==> config.mk <==
export PLATFORM = sky130hd
export DESIGN_NAME = block_outlier_reject_smoother
export DESIGN_NICKNAME = d
export VERILOG_FILES = /design/src/rtl/obrs_pkg.sv /design/src/rtl/obrs_cell.sv /design/src/rtl/obrs_mean.sv /design/src/rtl/obrs_clean.sv /design/src/rtl/block_outlier_reject_smoother.sv
export SDC_FILE = /design/constraint.sdc
export NUM_CORES = 2
export LEC_CHECK = 0
export BUFFER_PORTS_ARGS = -buffer_cell sky130_fd_sc_hd__buf_2
export CELL_PAD_IN_SITES_DETAIL_PLACEMENT = 1
export CELL_PAD_IN_SITES_GLOBAL_PLACEMENT = 2
export CORE_AREA = 2 2 415 417
export DETAILED_ROUTE_END_ITERATION = 10
export DIE_AREA = 0 0 417 419
export PLACE_DENSITY_LB_ADDON = 0.1
export SETUP_SLACK_MARGIN = 0.1
export SYNTH_ARGS = -nofsm -noshare
export SYNTH_HDL_FRONTEND = slang
export SYNTH_HIERARCHICAL = 1
export SYNTH_SLANG_ARGS = --single-unit
==> constraint.sdc <==
create_clock -name clk -period 103.7 [get_ports clk]
set_clock_uncertainty 0.15 [all_clocks]
set_input_delay 25.925 -clock clk [delete_from_list [all_inputs] [get_ports clk]]
set_output_delay 25.925 -clock clk [all_outputs]
set_load 0.02 [all_outputs]
==> src/rtl/obrs_pkg.sv <==
package obrs_pkg;

	// Frame length and field widths.
	localparam int BLOCK_LEN = 220;
	localparam int WORD_W    = 16;
	localparam int SAMPLE_W  = 12;
	localparam int POS_W     = $clog2(BLOCK_LEN);
	localparam int SUM_W     = SAMPLE_W + POS_W;

	// Reset value of the outlier threshold.
	localparam logic [SAMPLE_W-1:0] THRESH_RESET = SAMPLE_W'(400);

	// Last position of a frame.
	localparam logic [POS_W-1:0] POS_LAST = POS_W'(BLOCK_LEN - 1);

	// Reciprocal for floor(sum / BLOCK_LEN): with a shift of SUM_W + POS_W and a
	// rounded-up multiplier the quotient is exact for every sum below 2**SUM_W.
	localparam int RECIP_SHIFT = SUM_W + POS_W;
	localparam int RECIP_W     = SUM_W + 1;
	localparam int PROD_W      = SUM_W + RECIP_W;
	localparam logic [63:0] RECIP_FULL =
		((64'd1 << RECIP_SHIFT) + 64'(BLOCK_LEN) - 64'd1) / 64'(BLOCK_LEN);
	localparam logic [RECIP_W-1:0] RECIP_MULT = RECIP_FULL[RECIP_W-1:0];

	// Frame status from the mean unit to the rest of the block.
	typedef struct packed {
		logic             held;      // a complete frame is stored
		logic             held_par;  // bank of the mean of the stored frame
		logic [POS_W-1:0] pos;       // position in the frame being loaded
	} frame_stat_t;

	// One stored sample on its way to the output stage.
	typedef struct packed {
		logic [SAMPLE_W-1:0] held;
		logic                par;
		logic                last;
	} held_item_t;

endpackage

==> src/rtl/obrs_cell.sv <==
module obrs_cell (
	input  logic                          clk,
	input  logic                          en,
	input  logic [obrs_pkg::SAMPLE_W-1:0] d,
	output logic [obrs_pkg::SAMPLE_W-1:0] q
);
	import obrs_pkg::*;

	// One sample of the frame line; it moves on by one place per transfer.
	always_ff @(posedge clk) begin
		if (en) begin
			q <= d;
		end
	end

endmodule

==> src/rtl/obrs_mean.sv <==
module obrs_mean (
	input  logic                             clk,
	input  logic                             arst_n,
	input  logic                             acc,
	input  logic [obrs_pkg::SAMPLE_W-1:0]    sample,
	output obrs_pkg::frame_stat_t            stat,
	output logic [1:0][obrs_pkg::SAMPLE_W-1:0] means
);
	import obrs_pkg::*;

	logic [SUM_W-1:0]    sum_q;
	logic [SUM_W-1:0]    final_sum_q;
	logic                pend_q;
	logic                pend_par_q;
	logic                load_par_q;
	logic                held_q;
	logic [POS_W-1:0]    pos_q;
	logic [1:0][SAMPLE_W-1:0] mean_q;
	logic [PROD_W-1:0]   prod;
	logic                frame_end;
	logic [SUM_W-1:0]    sum_next;

	assign frame_end = acc && (pos_q == POS_LAST);
	assign sum_next  = sum_q + SUM_W'(sample);

	// Position, running sum and frame bookkeeping.
	always_ff @(posedge clk or negedge arst_n) begin
		if (!arst_n) begin
			sum_q      <= '0;
			pos_q      <= '0;
			held_q     <= 1'b0;
			load_par_q <= 1'b0;
			pend_q     <= 1'b0;
			pend_par_q <= 1'b0;
		end else begin
			pend_q <= frame_end;
			if (acc) begin
				if (pos_q == POS_LAST) begin
					sum_q      <= '0;
					pos_q      <= '0;
					held_q     <= 1'b1;
					load_par_q <= ~load_par_q;
					pend_par_q <= load_par_q;
				end else begin
					sum_q <= sum_next;
					pos_q <= pos_q + POS_W'(1);
				end
			end
		end
	end

	// The final sum of a frame is registered for the reciprocal multiply.
	always_ff @(posedge clk) begin
		if (frame_end) begin
			final_sum_q <= sum_next;
		end
	end

	assign prod = PROD_W'(final_sum_q) * PROD_W'(RECIP_MULT);

	// Each frame writes its mean into its own bank, so an item of the previous
	// frame that is still in flight keeps seeing the old mean.
	always_ff @(posedge clk or negedge arst_n) begin
		if (!arst_n) begin
			mean_q <= '0;
		end else if (pend_q) begin
			mean_q[pend_par_q] <= prod[RECIP_SHIFT +: SAMPLE_W];
		end
	end

	assign means         = mean_q;
	assign stat.held     = held_q;
	assign stat.held_par = ~load_par_q;
	assign stat.pos      = pos_q;

endmodule

==> src/rtl/obrs_clean.sv <==
module obrs_clean (
	input  logic                               clk,
	input  logic                               arst_n,
	input  logic [obrs_pkg::SAMPLE_W-1:0]      thresh,
	input  logic [1:0][obrs_pkg::SAMPLE_W-1:0] means,
	input  logic                               in_valid,
	output logic                               in_ready,
	input  obrs_pkg::held_item_t               item,
	output logic                               out_valid,
	input  logic                               out_ready,
	output logic [obrs_pkg::SAMPLE_W-1:0]      out_sample,
	output logic                               out_replaced,
	output logic                               out_last
);
	import obrs_pkg::*;

	logic                valid_q;
	logic [SAMPLE_W-1:0] sample_q;
	logic                replaced_q;
	logic                last_q;
	logic [SAMPLE_W-1:0] last_clean_q;
	logic [SAMPLE_W-1:0] mean;
	logic [SAMPLE_W-1:0] dev;
	logic                replaced;
	logic [SAMPLE_W-1:0] clean;
	logic [SAMPLE_W:0]   pair_sum;
	logic                take;

	assign in_ready = !valid_q || out_ready;
	assign take     = in_valid && in_ready;

	// Deviation from the frame mean, replacement and the two-tap average.
	always_comb begin
		mean     = means[item.par];
		dev      = (item.held >= mean) ? (item.held - mean) : (mean - item.held);
		replaced = dev > thresh;
		clean    = replaced ? last_clean_q : item.held;
		pair_sum = {1'b0, clean} + {1'b0, last_clean_q};
	end

	// Output register and the last cleaned sample.
	always_ff @(posedge clk or negedge arst_n) begin
		if (!arst_n) begin
			valid_q      <= 1'b0;
			last_clean_q <= '0;
		end else begin
			if (take) begin
				valid_q      <= 1'b1;
				last_clean_q <= clean;
			end else if (out_ready) begin
				valid_q <= 1'b0;
			end
		end
	end

	always_ff @(posedge clk) begin
		if (take) begin
			sample_q   <= pair_sum[SAMPLE_W:1];
			replaced_q <= replaced;
			last_q     <= item.last;
		end
	end

	assign out_valid    = valid_q;
	assign out_sample   = sample_q;
	assign out_replaced = replaced_q;
	assign out_last     = last_q;

endmodule

==> src/rtl/block_outlier_reject_smoother.sv <==
// Frame outlier rejection with two-tap smoothing.
// Input stream s_*: one converter word per transfer in s_tdata; bits 11..0 are
// the sample, the upper bits are ignored. Samples form frames of BLOCK_LEN.
// Output stream m_*: one result per input transfer once a whole frame has been
// stored. m_tdata carries the smoothed sample, m_tuser is set when the stored
// sample strayed from its frame mean by more than the threshold and was
// replaced by the last cleaned sample, m_tlast marks the last sample of a frame.
// The first frame produces no output.
// The stored frame runs through a line of BLOCK_LEN sample cells that shifts
// once per input transfer; its end is the sample that entered one frame ago.
// Each result passes the first-stage register and the obrs_clean output
// register. Throughput: one transfer per cycle on both sides while m_tready
// is high; the frame mean is a reciprocal multiply of the registered sum, in its own bank.
// cfg_we writes the 12-bit threshold from cfg_wdata; write it only when idle.
// Reset clears the frame count, the running sum, the means and the last cleaned
// sample, and sets the threshold to 400. When m_tready is low the result holds
// on m_*, one more item waits in the pipeline, and s_tready then drops.
module block_outlier_reject_smoother (
	input  logic                          clk,
	input  logic                          arst_n,
	input  logic                          s_tvalid,
	output logic                          s_tready,
	input  logic [obrs_pkg::WORD_W-1:0]   s_tdata,   // raw_word
	output logic                          m_tvalid,
	input  logic                          m_tready,
	output logic [15:0]                   m_tdata,   // smoothed_sample, zero pad
	output logic                          m_tuser,   // was_replaced
	output logic                          m_tlast,   // frame_last
	input  logic                          cfg_we,
	input  logic [obrs_pkg::SAMPLE_W-1:0] cfg_wdata
);
	import obrs_pkg::*;

	logic                     acc;
	logic [SAMPLE_W-1:0]      sample;
	logic [SAMPLE_W-1:0]      tap [BLOCK_LEN+1];
	frame_stat_t              stat;
	logic [1:0][SAMPLE_W-1:0] means;
	logic [SAMPLE_W-1:0]      thresh_q;
	logic                     valid_s1;
	held_item_t               item_s1;
	logic                     s1_ready;
	logic [SAMPLE_W-1:0]      out_sample;

	assign sample   = s_tdata[SAMPLE_W-1:0];
	assign s_tready = !valid_s1 || s1_ready;
	assign acc      = s_tvalid && s_tready;

	// Threshold register.
	always_ff @(posedge clk or negedge arst_n) begin
		if (!arst_n) begin
			thresh_q <= THRESH_RESET;
		end else if (cfg_we) begin
			thresh_q <= cfg_wdata;
		end
	end

	// Frame line: the end of the line is the stored sample at this position.
	assign tap[0] = sample;
	for (genvar i = 0; i < BLOCK_LEN; i++) begin : g_cell
		obrs_cell u_cell (
			.clk (clk),
			.en  (acc),
			.d   (tap[i]),
			.q   (tap[i+1])
		);
	end

	obrs_mean u_mean (
		.clk    (clk),
		.arst_n (arst_n),
		.acc    (acc),
		.sample (sample),
		.stat   (stat),
		.means  (means)
	);

	// First stage: the stored sample read out by an input transfer.
	always_ff @(posedge clk or negedge arst_n) begin
		if (!arst_n) begin
			valid_s1 <= 1'b0;
		end else if (acc && stat.held) begin
			valid_s1 <= 1'b1;
		end else if (s1_ready) begin
			valid_s1 <= 1'b0;
		end
	end

	always_ff @(posedge clk) begin
		if (acc) begin
			item_s1.held <= tap[BLOCK_LEN];
			item_s1.par  <= stat.held_par;
			item_s1.last <= (stat.pos == POS_LAST);
		end
	end

	obrs_clean u_clean (
		.clk          (clk),
		.arst_n       (arst_n),
		.thresh       (thresh_q),
		.means        (means),
		.in_valid     (valid_s1),
		.in_ready     (s1_ready),
		.item         (item_s1),
		.out_valid    (m_tvalid),
		.out_ready    (m_tready),
		.out_sample   (out_sample),
		.out_replaced (m_tuser),
		.out_last     (m_tlast)
	);

	assign m_tdata = {{(16 - SAMPLE_W){1'b0}}, out_sample};

endmodule

* Word-level counts from Yosys, hierarchy flattened
Cells that the tools add are included.
** Storage, ports and cells
- Register bits :: 2770
- Input bits :: 33
- Output and inout port bits :: 20
- Word-level logic and storage cells :: 277
** Cells by class
- Add/sub/neg operators :: 5
- Multiply operators :: 1
- Magnitude comparators :: 5
- Equal/unequal tests :: 1
- Muxes and demuxes :: 13
- Bitwise gates (word level) :: 1
- Reductions and logical operators :: 12
** Operators by type and width (number)
- 12-bit two-way mux :: 5
- 20-bit by 20-bit multiplier with 39-bit output, second input constant :: 1
- 24-bit bitwise mux :: 1
- 12-bit subtractor :: 2
- 20-bit by 12-bit adder with 20-bit output :: 1
- 20-bit two-way mux :: 1
- 12-bit by 12-bit adder with 13-bit output :: 1
- 12-bit demux with 1-bit select :: 1
- 12-bit >= comparator :: 1
- 12-bit > comparator :: 1
- 8-bit by 1-bit adder with 8-bit output, second input constant :: 1
- 8-bit == test, second input constant :: 1
- 8-bit two-way mux :: 1
- 1-bit logical AND :: 5
- 1-bit by 2-bit < comparator with 1-bit output, second input constant :: 2
- 1-bit two-way mux :: 4
- 2-bit nonzero test :: 2
- 1-bit zero test :: 2
- 1-bit logical OR :: 2
- 2-bit AND reduction :: 1
- 1-bit >= comparator, second input constant :: 1
- 1-bit inverter :: 1

* Depth between registers and ports, before layout
- Depth after elaboration :: 7
- Depth in mapped cells :: 31
- Mapped depth without buffers :: 30

* Modules after synthesis
Netlist, hierarchy kept.
** Modules (own cells, without submodules)
- obrs_cell :: instances 220, cells an instance 12, area each 360.3 um^2, sequential area each 360.3 um^2
- obrs_mean :: instances 1, cells an instance 974, area each 9720.6 um^2, sequential area each 2001.9 um^2
- obrs_clean :: instances 1, cells an instance 327, area each 2970.3 um^2, sequential area each 745.7 um^2
- block_outlier_reject_smoother :: instances 1, cells an instance 52, area each 1008.5 um^2, sequential area each 749.5 um^2

* Least setup slack after synthesis
Ideal clock, no wire load.
- Path type :: input to register
- From :: in m_tready
- To :: reg g_cell[0].u_cell/q[0] (netlist bit) (enable)
- Library setup time :: 3394 ps
- Data arrival time :: 85928 ps
- Data required time :: 100156 ps
- Path slack :: 14228 ps
- Stages on the path :: 3
- Path buffers :: 0
- Path through :: nand2b_1 nand2b_1 and2_1
** On the way
- Longest elaborated chain between the ends :: 3
** Ends and longest elaborated chain
- from (decl) :: RTL line block_outlier_reject_smoother.sv:25 : input logic m_tready,
- 1-bit logical OR :: RTL line obrs_clean.sv:29 : assign in_ready = !valid_q || out_ready;
- 1-bit logical OR :: RTL line block_outlier_reject_smoother.sv:46 : assign s_tready = !valid_s1 || s1_ready;
- named net s_tready :: RTL line block_outlier_reject_smoother.sv:22 : output logic s_tready,
- 1-bit logical AND :: RTL line block_outlier_reject_smoother.sv:47 : assign acc = s_tvalid && s_tready;
- named net acc :: RTL line block_outlier_reject_smoother.sv:34 : logic acc;
- to (signal assigned) :: RTL line obrs_cell.sv:12 : q <= d;
- to (decl) :: RTL line obrs_cell.sv:5 : output logic [obrs_pkg::SAMPLE_W-1:0] q
The timed path passes the listed nets, and every way through them passes these cells.
A chain may end at the register's enable or synchronous reset.

* Worst setup path after layout
- From :: in m_tready
- To :: out s_tready
** On the way
- Longest elaborated chain between the ends :: 2
** Ends and longest elaborated chain
- 1-bit logical OR :: RTL line obrs_clean.sv:29
- named net s1_ready :: RTL line block_outlier_reject_smoother.sv:42 : logic s1_ready;
- 1-bit logical OR :: RTL line block_outlier_reject_smoother.sv:46
- to (decl) :: RTL line block_outlier_reject_smoother.sv:22
The timed path passes the listed nets, and every way through them passes these cells.

==> impl_results.md <==
* Run status: complete, no violations
* Hold violation total from the final report at 0
* Maximum capacitance violations at 0
* Count of cells resized by post-cts repair at 0
* Largest stage delay on the critical path at 0.18 ns
* Via total after detailed routing at 34590
* Pin slew with the least headroom to its limit at 1.234 ns
* Final-layout fill cell count at 13640
* Final wirelength at 132500 µm
* DIE AREA at 174700 µm²
* Number of antenna violations at the first check in global routing at 1
* Worst rel slew slack at 17.75%
* Vias per std cell at 5.115
* Count of mapped cells out of synthesis at 3993
* Leakage component of the power at 37.87 nW
* Hold Buf Count CTS at 0
* Net switching share of the total power at 19.41%
* Final worst-path cycle share at 50.72%
* Met1 layer usage reported by global route at 24.37%
* Iteration count of the initial detailed-routing pass at 5
* Asr flop ratio synth at 2.960%
* Count of distinct cell types in the synthesized netlist at 80
* Number of CTS-inserted buffers at 287
* Summed negative setup slack over all endpoints at 0 ns
* Maximum buffer depth of the clock tree at 4
* Minimum setup slack after placement at 51.10 ns
* Average routed wire per standard cell at 19.59 µm
* Critical path data required time at 77.62 ns
* Final estimated routing congestion in global placement at 0.7183
* Post-layout net count at 4701
* First-pass GRT wire length at 211400 µm
* Ratio of cells with drive above 1 in the final layout at 11.42%
* FP Rows at 152
* Clock tree from TritonCTS: done
* Half-perimeter wire length of the detailed placement result at 71980 µm
* Sequential-to-total area share from yosys stat at 89.03%
* Synthesis-to-finish area growth at 13.18%
* Number of buffers added on ports at 44
* Portion of total power attributed to sequential cells at 55.7%
* Worst vdd ir at 20.83 µV
* Placeable Area at 170600 µm²
* Cell family with most CP delay: simple AND/OR/NAND/NOR gates
* Path class of the lowest-slack min-delay path: reg -> reg
* Overall Global Routing Usage at 15.80%
* Final min period at 52.59 ns
* Number of warnings issued by yosys at 6
* Global-route met2 utilization at 22.67%
* Highest-count cells in the layout ignoring fill and taps: 2688 x sky130_fd_sc_hd__edfxtp_1, 295 x sky130_fd_sc_hd__clkbuf_16, 253 x sky130_fd_sc_hd__inv_1, 234 x sky130_fd_sc_hd__ha_1, 110 x sky130_fd_sc_hd__fa_1
* Type of the setup path with the least slack: in -> out
* Initial core utilization at 54.50%
* Number of flops mapped to enable cells by yosys at 2688
* Maximum operating frequency at 19.01 MHz
* Data arrival time of the critical path at 26.52 ns
* Width of the chip at 417 µm
* Final setup violation count at 0
* Pin count of the biggest net entering global routing at 225
* Worst setup margin at 51.11 ns
* Postcts setup bufs at 0
* Clock tree root buffer cell: sky130_fd_sc_hd__clkbuf_16
* Part of the total power dissipated in combinational logic at 2.8%
* Worst path cell trace: buf_2 -> nand2b_1 -> nand2b_1 -> buf_2
* Later-pin clock latency in the skew report at 0.89 ns
* # H-tree levels at 5
* Height of the die at 419 µm
* Number of top-level design ports at 53
* Net switching power at 462.9 µW
* Post-synthesis cell area at 92980 µm²
* Clock-pin slew reported for the worst setup and hold paths after clock tree synthesis at 0.06 ns
* 1st-iter DRT viols at 2378
* Launching element type of the critical path: input pin
* Routed Antenna Nets at 0
* Number of global-route vias before repair at 36070
* Total of flip-flops plus latches after synthesis at 2770
* Capturing element type of the critical path: primary output
* Global route total overflow at 0
* Internal power consumption at 1.921 mW
* Leading cell type in the layout, fill and taps excluded: sky130_fd_sc_hd__edfxtp_1
* Maximum fanout along the worst path at 3
* Busiest layer in global routing: met1
* Global-route met3 utilization at 3.154%
* Clock power frac at 41.5%
* Power density over cell area at 22.66 nW/µm²
* Unrepaired setup endpoints after global routing: no
* Final max-slew violation count at 0
* Buffering stage count on the worst path with inverters included at 2
* Dominant register cell in the synthesized netlist: sky130_fd_sc_hd__edfxtp_1
* Total number of clock tree sinks at 2770
* Crit path max-delay cell type: sky130_fd_sc_hd__nand2b_1
* Area of the multi-input gates at 9100 µm²
* Area used by sequential logic in the layout at 82770 µm²
* Average cell area after synthesis at 23.28 µm²
* Drt drc at 0
-- worst register-to-register path, stage by stage (launching register included) --
cell                        delay (ns)
sky130_fd_sc_hd__edfxtp_1         0.87
sky130_fd_sc_hd__mux2i_1          0.48
sky130_fd_sc_hd__inv_1            0.09
sky130_fd_sc_hd__ha_1             0.43
sky130_fd_sc_hd__a21oi_2          0.09
sky130_fd_sc_hd__nor2b_1          0.17
sky130_fd_sc_hd__o31a_1           0.17
sky130_fd_sc_hd__nor2_2           0.05
sky130_fd_sc_hd__o2bb2ai_2        0.14
sky130_fd_sc_hd__a31oi_2          0.76
sky130_fd_sc_hd__mux2i_1          0.33
sky130_fd_sc_hd__xnor2_1          0.14
sky130_fd_sc_hd__ha_1             0.33
sky130_fd_sc_hd__nand4_1          0.18
sky130_fd_sc_hd__a211o_1          0.34
sky130_fd_sc_hd__a31oi_4          0.67
sky130_fd_sc_hd__a21o_1           0.27
sky130_fd_sc_hd__inv_1            0.06
sky130_fd_sc_hd__fa_1             0.46
sky130_fd_sc_hd__nor2b_1          0.13
sky130_fd_sc_hd__o21ai_1          0.09
sky130_fd_sc_hd__a21boi_0         0.28
sky130_fd_sc_hd__o21ai_1          0.13
sky130_fd_sc_hd__a21oi_1          0.24
sky130_fd_sc_hd__a21o_1           0.16
sky130_fd_sc_hd__a21oi_1          0.09
sky130_fd_sc_hd__xnor2_1          0.29
-- flip-flops by register name (all words and copies together) (netlist names), 8 cells and up --
name                  cells
g_cell.u_cell/q        2640
u_mean/pos_q              8
u_mean/sum_q             20
u_mean/means             24
u_clean/last_clean_q     12
u_clean/out_sample       12
thresh_q                 12
item_s1                  14
u_mean/final_sum_q       20
-- worst paths after layout --
| check | startpoint | end | slack (ns) | cells past startpoint |
|---|---|---|---|---|
| worst max register to register | item_s1[1] | u_clean/out_sample[9] | 95.91 | 26 |
| worst min-delay path | g_cell[63].u_cell/q[4] | g_cell[64].u_cell/q[4] | 0.23 | 0 |
| min in group asynchronous | arst_n | u_mean/sum_q[10] | 24.86 | 1 |
| worst max-delay path | m_tready | s_tready | 51.11 | 4 |
| max in group asynchronous | arst_n | u_clean/last_clean_q[1] | 77.30 | 2 |
| worst min register to register | g_cell[63].u_cell/q[4] | g_cell[64].u_cell/q[4] | 0.23 | 0 |
-- cells in the mapped netlist (6+ instances only) --
library cell,count,area (µm²)
sky130_fd_sc_hd__edfxtp_1,2688,80720
sky130_fd_sc_hd__inv_1,253,949.7
sky130_fd_sc_hd__ha_1,234,2928
sky130_fd_sc_hd__fa_1,110,2202
sky130_fd_sc_hd__nand2_1,93,349.1
sky130_fd_sc_hd__dfrtp_1,79,1977
sky130_fd_sc_hd__o21ai_0,58,290.3
sky130_fd_sc_hd__a21oi_1,46,230.2
sky130_fd_sc_hd__nor2_1,42,157.7
sky130_fd_sc_hd__a21o_1,32,240.2
sky130_fd_sc_hd__xnor2_1,27,236.5
sky130_fd_sc_hd__mux2i_1,25,250.2
sky130_fd_sc_hd__nand3_1,23,115.1
sky130_fd_sc_hd__clkbuf_1,22,82.58
sky130_fd_sc_hd__nand4_1,22,137.6
sky130_fd_sc_hd__xor2_1,21,183.9
sky130_fd_sc_hd__nor2b_1,14,87.58
sky130_fd_sc_hd__mux2_2,13,146.4
sky130_fd_sc_hd__a211o_1,12,105.1
sky130_fd_sc_hd__nor3_1,12,60.06
sky130_fd_sc_hd__o21a_1,12,90.09
sky130_fd_sc_hd__nand2b_1,11,68.82
sky130_fd_sc_hd__mux2_4,10,150.1
sky130_fd_sc_hd__and3_1,7,43.79
sky130_fd_sc_hd__a211oi_1,6,45.04
sky130_fd_sc_hd__and4_1,6,52.55
sky130_fd_sc_hd__o21ai_1,6,30.03
-- power by group through the flow --
stage	Combinational (mW)	Clock, mW	Sequential (mW)
floorplan	0.0502	0	1.47
global placement	0.0656	0	1.35
detailed placement	0.0684	0	1.35
CTS	0.0686	1.02	1.33
global route	0.0766	1.06	1.34
finish	0.0673	0.989	1.33
-- metal layers --
layer	wire, µm	part of all wire (%)	up-vias
li1	-	-	16100
met1	65170	49	17680
met2	58530	44	505
met3	4895	3.7	302
met4	3876	2.9	0
met5	0	0	-
-- per-stage QoR --
stage	total power, mW	hold WS, ns	cells	utilization [%]	instance area (µm²)
2_1_floorplan	1.518	0.2503	3996	-	92990
3_3_place_gp	1.413	0.2503	6268	56.35	96120
3_5_place_dp	1.418	0.2551	6268	56.35	96120
4_1_cts	2.422	0.2284	6761	61.68	105200
5_1_grt	2.473	0.2388	6761	61.68	105200
6_report	2.384	0.2324	6762	61.68	105200
-- kinds of logic (layout without fill, tap and decap cells) --
kind of cell / after synthesis / after routing / share of synthesized area (%)
buf+inv: 286 / 818 / 1.200
flops: 2770 / 2770 / 89.03
simple gates: 254 / 254 / 1.351
mux: 51 / 51 / 0.6244
xor+xnor: 48 / 48 / 0.4522
fa+ha+maj: 344 / 344 / 5.518
compound gates: 239 / 239 / 1.823
other cells: 1 / 5 / 0.004033
-- final cells by class --
cell class              instances  share of cell area, %
flip-flops and latches       2770                  78.66
repair buffers                 72                 0.4828
multi-input cells             940                  8.648
well taps                    2233                  2.655
clock inverters               140                  1.385
inverters                     253                 0.9025
clock buffers                 353                  7.260
diodes                          1               0.002378
No activity file was read; power rests on OpenSTA's default activity.
